$ cat src/rtl/mfcc_pkg.sv
// Package with the shared types, constants and CRC step function of the Modbus frame checker.
`default_nettype none

package mfcc_pkg;

	// CRC-16 Modbus constants.
	localparam logic [15:0] CRC_START = 16'hFFFF;
	localparam logic [15:0] CRC_POLY  = 16'hA001;

	// Reset value of the minimum frame length register.
	localparam logic [7:0] MIN_LEN_RESET = 8'd5;

	// Width of the reported frame length.
	localparam int LEN_OUT_W = 9;

	// Frame status codes.
	typedef enum logic [1:0] {
		STATUS_OK      = 2'd0,
		STATUS_CRC_ERR = 2'd1,
		STATUS_SHORT   = 2'd2,
		STATUS_LONG    = 2'd3
	} frame_status_t;

	// One accepted byte word held in the input stage.
	typedef struct packed {
		logic       valid;
		logic [7:0] data_byte;
		logic       end_of_frame;
	} byte_word_t;

	// One frame report.
	typedef struct packed {
		frame_status_t          frame_status;
		logic [LEN_OUT_W-1:0]   frame_length;
		logic [15:0]            received_check;
		logic [15:0]            computed_check;
	} report_word_t;

	// Reflected CRC-16 update over one byte, eight shift steps unrolled.
	function automatic logic [15:0] crc16_byte(input logic [15:0] crc, input logic [7:0] data);
		logic [15:0] c;
		c = crc ^ {8'h00, data};
		for (int b = 0; b < 8; b++) begin
			if (c[0]) begin
				c = (c >> 1) ^ CRC_POLY;
			end else begin
				c = c >> 1;
			end
		end
		return c;
	endfunction

endpackage

`default_nettype wire

$ cat src/rtl/mfcc_if.sv
// Valid/ready channel interfaces for frame bytes and frame reports.
`default_nettype none

interface mfcc_byte_if;
	logic       valid;
	logic       ready;
	logic [7:0] data_byte;
	logic       end_of_frame;

	modport source (output valid, output data_byte, output end_of_frame, input ready);
	modport sink   (input valid, input data_byte, input end_of_frame, output ready);
endinterface

interface mfcc_report_if;
	logic        valid;
	logic        ready;
	logic [1:0]  frame_status;
	logic [8:0]  frame_length;
	logic [15:0] received_check;
	logic [15:0] computed_check;

	modport source (output valid, output frame_status, output frame_length,
		output received_check, output computed_check, input ready);
	modport sink   (input valid, input frame_status, input frame_length,
		input received_check, input computed_check, output ready);
endinterface

`default_nettype wire

$ cat src/rtl/modbus_frame_crc_checker_core.sv
// Top level of the Modbus RTU frame CRC checker.
//
//   channel  | dir | word                                   | when
//   rx       | in  | data_byte, end_of_frame                | every frame byte
//   report   | out | frame_status, frame_length, checks     | one per frame, on last byte
//   cfg      | in  | min_frame_length (8 bit)               | write enable, no read-back
//
// One byte word per cycle sustained unless a stalled report holds the input; a byte goes through the
// input register and the frame logic, and a frame's report is registered in the result register.
// The CRC update for a byte is one unrolled eight-step pass between those two registers.
// Reset clears the handshake flags and the frame state and loads min_frame_length with 5.
// A stalled report holds the last byte of the next frame in the input register; bytes
// before it keep flowing, and the input stalls once that last byte is waiting.
`default_nettype none

module modbus_frame_crc_checker_core
	import mfcc_pkg::*;
#(
	parameter int MAX_BYTES = 256
) (
	input  wire           clk,
	input  wire           arst_n,
	mfcc_byte_if.sink     rx,
	mfcc_report_if.source report,
	input  wire           cfg_wr_en,
	input  wire [7:0]     cfg_wr_data
);

	byte_word_t   word;
	report_word_t next_report;
	logic         take;
	logic         busy;
	logic [7:0]   min_len_q;

	// Configuration register.
	always_ff @(posedge clk or negedge arst_n) begin
		if (!arst_n) begin
			min_len_q <= MIN_LEN_RESET;
		end else if (cfg_wr_en) begin
			min_len_q <= cfg_wr_data;
		end
	end

	// A held word moves on unless it ends a frame and the result register is full and not being taken.
	assign take = word.valid && (!word.end_of_frame || !busy || report.ready);

	mfcc_in_reg u_in_reg (
		.clk    (clk),
		.arst_n (arst_n),
		.rx     (rx),
		.take   (take),
		.word   (word)
	);

	mfcc_frame_track #(
		.MAX_BYTES (MAX_BYTES)
	) u_frame_track (
		.clk     (clk),
		.arst_n  (arst_n),
		.word    (word),
		.take    (take),
		.min_len (min_len_q),
		.report  (next_report)
	);

	mfcc_out_reg u_out_reg (
		.clk         (clk),
		.arst_n      (arst_n),
		.load        (take && word.end_of_frame),
		.next_report (next_report),
		.report      (report),
		.busy        (busy)
	);

endmodule

`default_nettype wire

$ cat src/rtl/mfcc_in_reg.sv
// Input register stage that holds one accepted byte word until the frame logic takes it.
`default_nettype none

module mfcc_in_reg
	import mfcc_pkg::*;
(
	input  wire          clk,
	input  wire          arst_n,
	mfcc_byte_if.sink    rx,
	input  wire          take,
	output byte_word_t   word
);

	logic       valid_s1;
	logic [7:0] byte_s1;
	logic       last_s1;

	// The stage is free when empty or when its word leaves this cycle.
	assign rx.ready = !valid_s1 || take;

	// Valid flag of the stage.
	always_ff @(posedge clk or negedge arst_n) begin
		if (!arst_n) begin
			valid_s1 <= 1'b0;
		end else if (rx.valid && rx.ready) begin
			valid_s1 <= 1'b1;
		end else if (take) begin
			valid_s1 <= 1'b0;
		end
	end

	// Payload of the stage.
	always_ff @(posedge clk) begin
		if (rx.valid && rx.ready) begin
			byte_s1 <= rx.data_byte;
			last_s1 <= rx.end_of_frame;
		end
	end

	assign word = '{valid: valid_s1, data_byte: byte_s1, end_of_frame: last_s1};

endmodule

`default_nettype wire

$ cat src/rtl/mfcc_frame_track.sv
// Frame state: running CRC, two-byte delay, byte count, and report formation on the last byte.
`default_nettype none

module mfcc_frame_track
	import mfcc_pkg::*;
#(
	parameter int MAX_BYTES = 256
) (
	input  wire          clk,
	input  wire          arst_n,
	input  byte_word_t   word,
	input  wire          take,
	input  wire [7:0]    min_len,
	output report_word_t report
);

	localparam int CNT_W = $clog2(MAX_BYTES + 1);
	localparam int CMP_W = (CNT_W > 8) ? CNT_W : 8;

	logic [15:0]      crc_q;
	logic [7:0]       newest_q;
	logic [7:0]       older_q;
	logic [CNT_W-1:0] count_q;
	logic             ovf_q;

	logic [15:0]      crc_mid;
	logic             at_max;
	logic             ovf_next;
	logic [CNT_W-1:0] count_next;
	logic [15:0]      received;
	frame_status_t    status;

	// The oldest delayed byte enters the CRC once two bytes sit behind it.
	always_comb begin
		if ((count_q >= CNT_W'(2)) || ovf_q) begin
			crc_mid = crc16_byte(crc_q, older_q);
		end else begin
			crc_mid = crc_q;
		end
	end

	// Byte count saturates at the maximum and sets the overflow flag.
	assign at_max     = (count_q >= CNT_W'(MAX_BYTES));
	assign ovf_next   = ovf_q || at_max;
	assign count_next = at_max ? count_q : (count_q + CNT_W'(1));

	// Received CRC, last byte high, and status by priority.
	assign received = {word.data_byte, newest_q};

	always_comb begin
		if (ovf_next) begin
			status = STATUS_LONG;
		end else if (CMP_W'(count_next) < CMP_W'(min_len)) begin
			status = STATUS_SHORT;
		end else if (received != crc_mid) begin
			status = STATUS_CRC_ERR;
		end else begin
			status = STATUS_OK;
		end
	end

	assign report = '{
		frame_status:   status,
		frame_length:   LEN_OUT_W'(count_next),
		received_check: received,
		computed_check: crc_mid
	};

	// State update; the last byte returns the frame state to its start values.
	always_ff @(posedge clk or negedge arst_n) begin
		if (!arst_n) begin
			crc_q    <= CRC_START;
			newest_q <= 8'h00;
			older_q  <= 8'h00;
			count_q  <= '0;
			ovf_q    <= 1'b0;
		end else if (take) begin
			if (word.end_of_frame) begin
				crc_q    <= CRC_START;
				newest_q <= 8'h00;
				older_q  <= 8'h00;
				count_q  <= '0;
				ovf_q    <= 1'b0;
			end else begin
				crc_q    <= crc_mid;
				newest_q <= word.data_byte;
				older_q  <= newest_q;
				count_q  <= count_next;
				ovf_q    <= ovf_next;
			end
		end
	end

endmodule

`default_nettype wire

$ cat src/rtl/mfcc_out_reg.sv
// Result register that holds one frame report until the sink takes it.
`default_nettype none

module mfcc_out_reg
	import mfcc_pkg::*;
(
	input  wire           clk,
	input  wire           arst_n,
	input  wire           load,
	input  report_word_t  next_report,
	mfcc_report_if.source report,
	output logic          busy
);

	logic         valid_q;
	report_word_t word_q;

	// Valid flag: set on a new report, cleared once the word is taken.
	always_ff @(posedge clk or negedge arst_n) begin
		if (!arst_n) begin
			valid_q <= 1'b0;
		end else if (load) begin
			valid_q <= 1'b1;
		end else if (report.ready) begin
			valid_q <= 1'b0;
		end
	end

	// Report payload.
	always_ff @(posedge clk) begin
		if (load) begin
			word_q <= next_report;
		end
	end

	assign busy                  = valid_q;
	assign report.valid          = valid_q;
	assign report.frame_status   = word_q.frame_status;
	assign report.frame_length   = word_q.frame_length;
	assign report.received_check = word_q.received_check;
	assign report.computed_check = word_q.computed_check;

endmodule

`default_nettype wire

$ cat src/flat_wrapper.sv
// flat-port wrapper written by rule: the top's interface ports become plain ports
module modbus_frame_crc_checker_core_flat import mfcc_pkg::*;
#(
	parameter int MAX_BYTES = 256
)
  (clk, arst_n, cfg_wr_en, cfg_wr_data, rx_valid, rx_data_byte, rx_end_of_frame, rx_ready, report_valid, report_frame_status, report_frame_length, report_received_check, report_computed_check, report_ready);
  mfcc_byte_if rx_i ();
  mfcc_report_if report_i ();
  input  wire clk;
  input  wire arst_n;
  input  wire cfg_wr_en;
  input  wire [7:0] cfg_wr_data;
  input wire logic [$bits(rx_i.valid)-1:0] rx_valid;
  input wire logic [$bits(rx_i.data_byte)-1:0] rx_data_byte;
  input wire logic [$bits(rx_i.end_of_frame)-1:0] rx_end_of_frame;
  output wire logic [$bits(rx_i.ready)-1:0] rx_ready;
  output wire logic [$bits(report_i.valid)-1:0] report_valid;
  output wire logic [$bits(report_i.frame_status)-1:0] report_frame_status;
  output wire logic [$bits(report_i.frame_length)-1:0] report_frame_length;
  output wire logic [$bits(report_i.received_check)-1:0] report_received_check;
  output wire logic [$bits(report_i.computed_check)-1:0] report_computed_check;
  input wire logic [$bits(report_i.ready)-1:0] report_ready;
  assign rx_i.valid = rx_valid;
  assign rx_i.data_byte = rx_data_byte;
  assign rx_i.end_of_frame = rx_end_of_frame;
  assign rx_ready = rx_i.ready;
  assign report_valid = report_i.valid;
  assign report_frame_status = report_i.frame_status;
  assign report_frame_length = report_i.frame_length;
  assign report_received_check = report_i.received_check;
  assign report_computed_check = report_i.computed_check;
  assign report_i.ready = report_ready;
  modbus_frame_crc_checker_core #(.MAX_BYTES(MAX_BYTES)) u_core (.clk(clk), .arst_n(arst_n), .rx(rx_i), .report(report_i), .cfg_wr_en(cfg_wr_en), .cfg_wr_data(cfg_wr_data));
endmodule
$ cat config.mk
export PLATFORM = sky130hd
export DESIGN_NAME = modbus_frame_crc_checker_core_flat
export DESIGN_NICKNAME = d
export VERILOG_FILES = /design/src/rtl/mfcc_pkg.sv /design/src/rtl/mfcc_if.sv /design/src/rtl/modbus_frame_crc_checker_core.sv /design/src/rtl/mfcc_in_reg.sv /design/src/rtl/mfcc_frame_track.sv /design/src/rtl/mfcc_out_reg.sv /design/src/flat_wrapper.sv
export SDC_FILE = /design/constraint.sdc
export NUM_CORES = 1
export LEC_CHECK = 0
export ABC_AREA = 0
export ABC_CLOCK_PERIOD_IN_PS = 6900
export BUFFER_PORTS_ARGS = -buffer_cell sky130_fd_sc_hd__buf_2
export CAP_MARGIN = 10
export CORE_MARGIN = 4
export CORE_UTILIZATION = 40
export CTS_CLUSTER_DIAMETER = 100
export CTS_CLUSTER_SIZE = 30
export DETAILED_ROUTE_END_ITERATION = 8
export GPL_ROUTABILITY_DRIVEN = 1
export PLACE_DENSITY_LB_ADDON = 0.25
export SETUP_SLACK_MARGIN = 0.15
export SLEW_MARGIN = 10
export SYNTH_ARGS = -nofsm -noshare
export SYNTH_HDL_FRONTEND = slang
export SYNTH_SLANG_ARGS = --single-unit
$ cat constraint.sdc
create_clock -name clk -period 6.9 [get_ports clk]
set_input_delay 0.345 -clock clk [delete_from_list [all_inputs] [get_ports clk]]
set_output_delay 0.345 -clock clk [all_outputs]
set_load 0.005 [all_outputs]
==> out/results.md, run 1 <==
| Result | Value |
|:---|:---|
| Result of the run | finished, final reports clean |
| Top-area cell type share of the netlist area | 32.77% |
| Proportion of synthesized chip area in sequential cells | 60.56% |
| Routed via count | 3,115 |
| Number of nets in the finished design | 506 |
| GR met3 Demand/Resource | 4.113% |
| Worst Clk Skew | 7.986 ps |
| Syn Area/Cell | 11.37 µm² |
| Reg2Reg Setup Slack | 3840 ps |
| Routed length per placed instance | 15.87 µm |
| Total non-filler cell area in the finished layout | 0.005522 mm² |
| Async set-or-reset flop fraction in the synthesized netlist | 50.00% |
| Number of synthesis warnings | 0 |
| RePlAce Congestion | 0.8428 |
| Maximum clock rate | 326.5 MHz |
| Distinct cells, synth | 48 |
| Fillers | 1,057 |
| Top-level I/O count | 67 |
| Syn Std Cell Area | 0.004765 mm² |
| Maximum Capacitance Violations | 0 |
| Estimated wirelength of the detail-placed design | 6731 µm |
| X dimension of the die | 117.1 µm |
| Final setup margin | 3837 ps |
| Min cycle time layout | 3063 ps |
| Multi-input logic area | 0.001717 mm² |
| Peak fanout along the critical path | 21 |
| Top flip-flop cell by instance count after synthesis | sky130_fd_sc_hd__edfxtp_1 |
| Area of the placeable core | 0.01152 mm² |
| Top cells by count, synth | 61 x sky130_fd_sc_hd__nand2_1, 52 x sky130_fd_sc_hd__edfxtp_1, 34 x sky130_fd_sc_hd__dfrtp_1 |
| Gate count after technology mapping | 419 |
| Detail Route Antenna Nets | 0 |
| Effective utilization at floorplan | 41.37% |
| Resized cells post-CTS | 0 |
| Nets in the synthesized netlist | 450 |
| Slew at the pin closest to its max-slew limit | 1093 ps |
| Placed inst area | 0.005201 mm² |
| Count of buffer and inverter cells on the critical path | 0 |
| Number of antenna violations at the first check in global routing | 0 |
| Type of destination of the critical path | flop |
| Remaining design rule violation count | 0 |
| Number of DRC violations after detailed-routing iteration 0 | 194 |
| Num CTS Buffers | 9 |
| Clock sink total | 104 |
| Most used cell along the critical path | sky130_fd_sc_hd__nor4_1 |
| Path class of the lowest-slack min-delay path | in -> async |
| Worst slew margin relative to its limit | 27.14% |
| Via count of the first global-routing pass | 2,980 |
| Setup CP Type | reg -> reg |
| Synth top area cells | sky130_fd_sc_hd__edfxtp_1 33%, sky130_fd_sc_hd__dfrtp_1 18%, sky130_fd_sc_hd__dfstp_2 9.9% |
| Library cell contributing the largest single delay on the critical path | sky130_fd_sc_hd__nand3_1 |
| H-tree lvl count | 3 |
| Critical-path cell list | nor4_1, nand3_1, mux2i_1, xnor2_1, nor2_1, nand4_1, nor4_1, a21boi_1 |
| Kind of start point of the critical path | flop |
| Clock transition at the register clock pins on the worst setup and hold paths after CTS | 70 ps |
| Met2 track demand over resource in global routing | 21.19% |
| Worst path max stage delay | 710 ps |
| Final number of max-transition violations | 0 |
| Clock network latency to the later pin of the worst-skew pair | 340 ps |
| Unrepaired setup endpoints after global routing | no |
| Maximum clock path buffer count | 2 |
| Most common cell in the netlist | sky130_fd_sc_hd__nand2_1 |
| Chip Height | 117.1 µm |
| Category of cells accounting for the largest share of critical-path delay | simple AND/OR/NAND/NOR gates |
| Pin count of the biggest net entering global routing | 53 |
| Number of placement rows | 39 |
| Initial DRT Pass Iterations | 4 |
| Cell type with the largest total area after synthesis | sky130_fd_sc_hd__edfxtp_1 |
| Crit path DAT | 3150 ps |
| Count of endpoints failing setup in the final report | 0 |
| Total congestion overflow after global routing | 0 |
| Number of buffers added for setup after CTS | 0 |
| Most Crowded Layer GR | met1 |
| Leakage power | 2.331 nW |
| First-pass GRT wire length | 16,000 µm |
| Area growth from synthesis to layout | 15.89% |
| Number of hold-slack violations in the final timing report | 0 |
| Count of buffers from port buffering | 66 |
| Aggregate routed wire length | 9886 µm |
| Worst vdd rail ir drop | 165.9 µV |
| Hold buffer count at CTS | 0 |
| Total Die Area | 0.01372 mm² |
| Footprint of the flip-flops and latches | 0.002885 mm² |
| Root buffer cell | sky130_fd_sc_hd__clkbuf_16 |
| Post-layout total power | 1.997 mW |
| Antenna cell count | 0 |
| Ratio of total power to cell area | 361.6 mW/mm² |
| Clock tree from TritonCTS | done |
| Fraction of final layout cells with drive strength greater than 1 | 22.08% |
| Ratio of routed vias to standard cells | 5.000 |
| Fin Setup TNS | 0 ps |
| M1 GR Usage | 23.27% |
| Final period util | 44.39% |
| Number of enable-type register cells in the synthesized netlist | 52 |
| Synthesized flop and latch total | 104 |
| Overall track demand over capacity in global routing | 15.29% |
| Required time of the worst setup path | 6990 ps |
| Setup slack after placement | 3858 ps |
sequential cells by signal (all words and copies together) (netlist names):
name	count
u_core.u_in_reg.valid_s1	1
u_core.u_out_reg.report.computed_check	16
u_core.u_out_reg.report.frame_length	9
u_core.u_frame_track.newest_q	8
u_core.u_frame_track.count_q	9
u_core.u_frame_track.ovf_q	1
u_core.min_len_q	8
u_core.u_out_reg.report.received_check	16
u_core.u_frame_track.older_q	8
u_core.u_frame_track.crc_q	16
u_core.u_out_reg.report.frame_status	2
u_core.u_out_reg.busy	1
u_core.u_in_reg.byte_s1	8
u_core.u_in_reg.last_s1	1
worst paths after layout:
check | start | to | cells after the start
min reg2reg | u_core.u_frame_track.older_q[4] | u_core.u_frame_track.older_q[4] | 2
min | arst_n | u_core.u_frame_track.ovf_q | 2
max | u_core.u_frame_track.count_q[1] | u_core.u_out_reg.report.frame_status[0] | 8
max reg2reg | u_core.u_frame_track.count_q[1] | u_core.u_out_reg.report.frame_status[0] | 8
min in group clk | rx_data_byte[6] | u_core.u_in_reg.byte_s1[6] | 1
max in group asynchronous | arst_n | u_core.u_frame_track.older_q[5] | 2
per-layer routing:
metal,routed length [µm],share of wire [%]
met1,5049,51
met2,4197,42
met3,513,5.2
met4,126,1.3
met5,0,0
power by group:
part / internal [mW] / switching (mW)
Combinational: 0.256 / 0.339
Clock: 0.319 / 0.226
Sequential: 0.781 / 0.0756
Total: 1.36 / 0.641
cell usage in the layout (no fill, tap or decap), drive strengths merged, types with 3 or more instances in the layout:
cell    count
buf        68
nand2      61
edfxtp     52
dfrtp      34
xnor2      29
nor2       28
o21ai      23
inv        21
nand3b     18
dfstp      18
xor2       18
a21oi      15
ha          9
clkbuf      9
nand3       8
o22a        7
mux2i       6
nand4       5
nor3        4
nand2b      4
and3        4
nor2b       3
clkinv      3
cell type report:
type	count	area share, %
Clock buffer	9	4.079
Clock inverter	7	1.722
Multi-Input combinational cell	272	31.09
Timing Repair Buffer	68	6.254
Tap cell	143	3.240
Sequential cell	104	52.25
Inverter	20	1.360
cell families after synthesis:
family | after synthesis | synth area share, %
flip-flops | 104 | 60.56
adder cells (fa/ha/maj) | 10 | 2.574
XOR/XNOR | 47 | 8.955
buffers and inverters | 43 | 3.440
AO/OA/AOI/OAI | 64 | 8.377
AND/OR/NAND/NOR | 143 | 14.36
multiplexers | 8 | 1.733
worst reg2reg max path, stage by stage (launching register included):
cell and delay [ps]:
sky130_fd_sc_hd__dfrtp_1 440, sky130_fd_sc_hd__nor4_1 370, sky130_fd_sc_hd__nand3_1 710, sky130_fd_sc_hd__mux2i_1 540, sky130_fd_sc_hd__xnor2_1 110, sky130_fd_sc_hd__nor2_1 110, sky130_fd_sc_hd__nand4_1 90, sky130_fd_sc_hd__nor4_1 340
sky130_fd_sc_hd__a21boi_1 110
stage by stage:
| stage | hold WS [ps] | cells | util (%) |
|---|---|---|---|
| floorplan | 49.41 | 419 | - |
| global placement | 478.8 | 607 | 45.17 |
| detailed placement | 480.2 | 607 | 45.17 |
| CTS | 142.6 | 623 | 47.95 |
| global route | 153.5 | 623 | 47.95 |
| finish | 124.6 | 623 | 47.95 |
Note: power is estimated with default switching activity, not from simulation.
==> run 2: changes to the inputs <==
--- a/config.mk
+++ b/config.mk
@@ -6,7 +6,7 @@
 export NUM_CORES = 1
 export LEC_CHECK = 0
 export ABC_AREA = 0
-export ABC_CLOCK_PERIOD_IN_PS = 6900
+export ABC_CLOCK_PERIOD_IN_PS = 2800
 export BUFFER_PORTS_ARGS = -buffer_cell sky130_fd_sc_hd__buf_2
 export CAP_MARGIN = 10
 export CORE_MARGIN = 4
==> constraint.sdc (replaced) <==
create_clock -name clk -period 2.8 [get_ports clk]
set_input_delay 0.14 -clock clk [delete_from_list [all_inputs] [get_ports clk]]
set_output_delay 0.14 -clock clk [all_outputs]
set_load 0.005 [all_outputs]
==> out/results.md, run 2 (same netlist as run 1, synthesis figures left out) <==
| Result | Value |
|:---|:---|
| Effective utilization at floorplan | 41.37% |
| Number of placement rows | 39 |
| M1 GR Usage | 23.35% |
| Most used cell along the critical path | sky130_fd_sc_hd__ha_4 |
| Reg2Reg Setup Slack | 200 ps |
| Leakage power | 2.591 nW |
| Via count of the first global-routing pass | 3,303 |
| First-pass GRT wire length | 16,900 µm |
| Fin Setup TNS | 0 ps |
| GR met3 Demand/Resource | 3.650% |
| Library cell contributing the largest single delay on the critical path | sky130_fd_sc_hd__dfrtp_1 |
| Slew at the pin closest to its max-slew limit | 553.9 ps |
| Type of destination of the critical path | flop |
| Root buffer cell | sky130_fd_sc_hd__clkbuf_16 |
| Worst hold path endpoint | u_core.min_len_q[3] |
| Worst path max stage delay | 410 ps |
| Number of antenna violations at the first check in global routing | 0 |
| Final setup margin | 204.6 ps |
| Chip Height | 117.1 µm |
| Clock network latency to the later pin of the worst-skew pair | 350 ps |
| Most frequent standard cell in the layout excluding fill and tap cells | sky130_fd_sc_hd__buf_2 |
| Reg2reg start | u_core.u_frame_track.count_q[1] |
| H-tree lvl count | 3 |
| Cell depth of the worst min-delay path | 3 |
| Num CTS Buffers | 9 |
| Clock share of power | 25.7% |
| Kind of start point of the critical path | flop |
| Min-Delay Startpoint | cfg_wr_data[3] |
| Maximum clock rate | 385.3 MHz |
| Clock transition at the register clock pins on the worst setup and hold paths after CTS | 70 ps |
| Ratio of total power to cell area | 866.3 mW/mm² |
| Commonest cells after routing, fill and taps aside | 66 x sky130_fd_sc_hd__buf_2, 61 x sky130_fd_sc_hd__nand2_1, 52 x sky130_fd_sc_hd__edfxtp_1 |
| Number of DRC violations after detailed-routing iteration 0 | 227 |
| Clock sink total | 104 |
| Unrepaired setup endpoints after global routing | yes |
| Min cycle time layout | 2595 ps |
| Capturing point of the worst reg2reg path | u_core.u_out_reg.report.frame_status[0] |
| Total congestion overflow after global routing | 0 |
| Estimated wirelength of the detail-placed design | 7197 µm |
| Detail Route Antenna Nets | 0 |
| Fraction of final layout cells with drive strength greater than 1 | 30.04% |
| Area of the placeable core | 0.01152 mm² |
| Remaining design rule violation count | 0 |
| Most Crowded Layer GR | met2 |
| Path class of the lowest-slack min-delay path | in -> reg |
| Antenna cell count | 0 |
| Fillers | 1,015 |
| Met2 track demand over resource in global routing | 23.38% |
| X dimension of the die | 117.1 µm |
| Worst Clk Skew | 9.227 ps |
| Count of endpoints failing setup in the final report | 0 |
| Worst slew margin relative to its limit | 62.81% |
| Critical-path cell list | inv_2, ha_4, mux2_4, ha_4, a21boi_1, o21a_1, o21ai_2, a21oi_2, o211ai_1, nand3_1, a21boi_2 |
| Part of the power in combinational logic | 33.7% |
| Pin count of the biggest net entering global routing | 53 |
| Routed via count | 3,337 |
| Setup slack after placement | 50.72 ps |
| Initial DRT Pass Iterations | 5 |
| Post-layout total power | 5.197 mW |
| Switching power as a share of total power | 31.41% |
| Aggregate routed wire length | 10,510 µm |
| Crit path DAT | 2680 ps |
| Category of cells accounting for the largest share of critical-path delay | compound AO/OA/AOI/OAI gates |
| Sequential share of power | 40.7% |
| Overall track demand over capacity in global routing | 16.06% |
| Maximum clock path buffer count | 2 |
| Internal Pwr Total | 3.564 mW |
| Count of buffers from port buffering | 66 |
| Top-level I/O count | 67 |
| Count of buffer and inverter cells on the critical path | 1 |
| Required time of the worst setup path | 2880 ps |
| Final period util | 92.69% |
| Peak fanout along the critical path | 3 |
| Number of hold-slack violations in the final timing report | 0 |
| Clock tree from TritonCTS | done |
| Result of the run | finished, final reports clean |
| Ratio of routed vias to standard cells | 4.988 |
| Total Die Area | 0.01372 mm² |
| Final number of max-transition violations | 0 |
| Switching power total | 1.632 mW |
| RePlAce Congestion | 0.8345 |
| Worst vdd rail ir drop | 357.6 µV |
| Number of nets in the finished design | 552 |
| Routed length per placed instance | 15.71 µm |
| Maximum Capacitance Violations | 0 |
| Cell depth of the worst flop-to-flop path | 11 |
| Area growth from synthesis to layout | 25.89% |
| Setup CP Type | reg -> reg |
## run 2: worst max path at each step
stage | start | end | depth (start not counted)
after CTS | u_core.u_frame_track.count_q[1] | u_core.u_out_reg.report.frame_status[0] | 11
after detailed placement | u_core.u_frame_track.count_q[0] | u_core.u_out_reg.report.frame_status[0] | 11
final | u_core.u_frame_track.count_q[1] | u_core.u_out_reg.report.frame_status[0] | 11
after global placement | u_core.u_frame_track.count_q[0] | u_core.u_out_reg.report.frame_status[0] | 11
after floorplan | u_core.u_frame_track.count_q[8] | u_core.u_out_reg.report.frame_status[0] | 10
after global routing | u_core.u_frame_track.count_q[1] | u_core.u_out_reg.report.frame_status[0] | 11
## run 2: final cells by class
cell class	instances	area (µm²)	area share (%)
tap	143	178.9	2.983
multi-input combinational	272	1804	30.08
clock buffer	9	225.2	3.755
sequential	104	2887	48.12
inverter	20	75.07	1.252
clock inverter	7	92.59	1.544
timing repair buffer	114	735.7	12.27
## run 2: per-stage QoR
stage	util (%)	cell area [µm²]	std cells	hold WS (ps)
6_report	52.09	5998	669	13.29
3_5_place_dp	46.77	5386	630	161.2
5_1_grt	52.09	5998	669	27.31
4_1_cts	50.90	5862	661	2.634
2_1_floorplan	-	4765	419	-155.6
3_3_place_gp	46.77	5386	630	153.1
## run 2: worst reg2reg max path: stages (launching register included)
cell and delay [ps]:
sky130_fd_sc_hd__dfrtp_1 410, sky130_fd_sc_hd__inv_2 90, sky130_fd_sc_hd__ha_4 200, sky130_fd_sc_hd__mux2_4 300
sky130_fd_sc_hd__ha_4 210, sky130_fd_sc_hd__a21boi_1 120, sky130_fd_sc_hd__o21a_1 210, sky130_fd_sc_hd__o21ai_2 160
sky130_fd_sc_hd__a21oi_2 70, sky130_fd_sc_hd__o211ai_1 220, sky130_fd_sc_hd__nand3_1 170, sky130_fd_sc_hd__a21boi_2 180
## run 2: routing by layer
layer	vias up	share of wire [%]
li1	1651	-
met1	1595	49
met2	81	44
met3	10	5.3
met4	0	1.4
met5	-	0
## run 2: power by group through the flow
stage	registers [mW]	clock network, mW	logic, mW
after floorplan	2.08	0	1.15
after global placement	2.14	0	1.62
after detailed placement	2.14	0	1.64
after CTS	2.11	1.37	1.68
after global routing	2.14	1.42	1.96
final	2.11	1.33	1.75
## run 2: what timing repair did
action,in CTS,in global routing
hold endpoints to repair,46,0
resized for setup,3,18
endpoints found under the setup margin,1,1
setup buffers,2,8
pin swaps,2,9
hold buffers,13,0
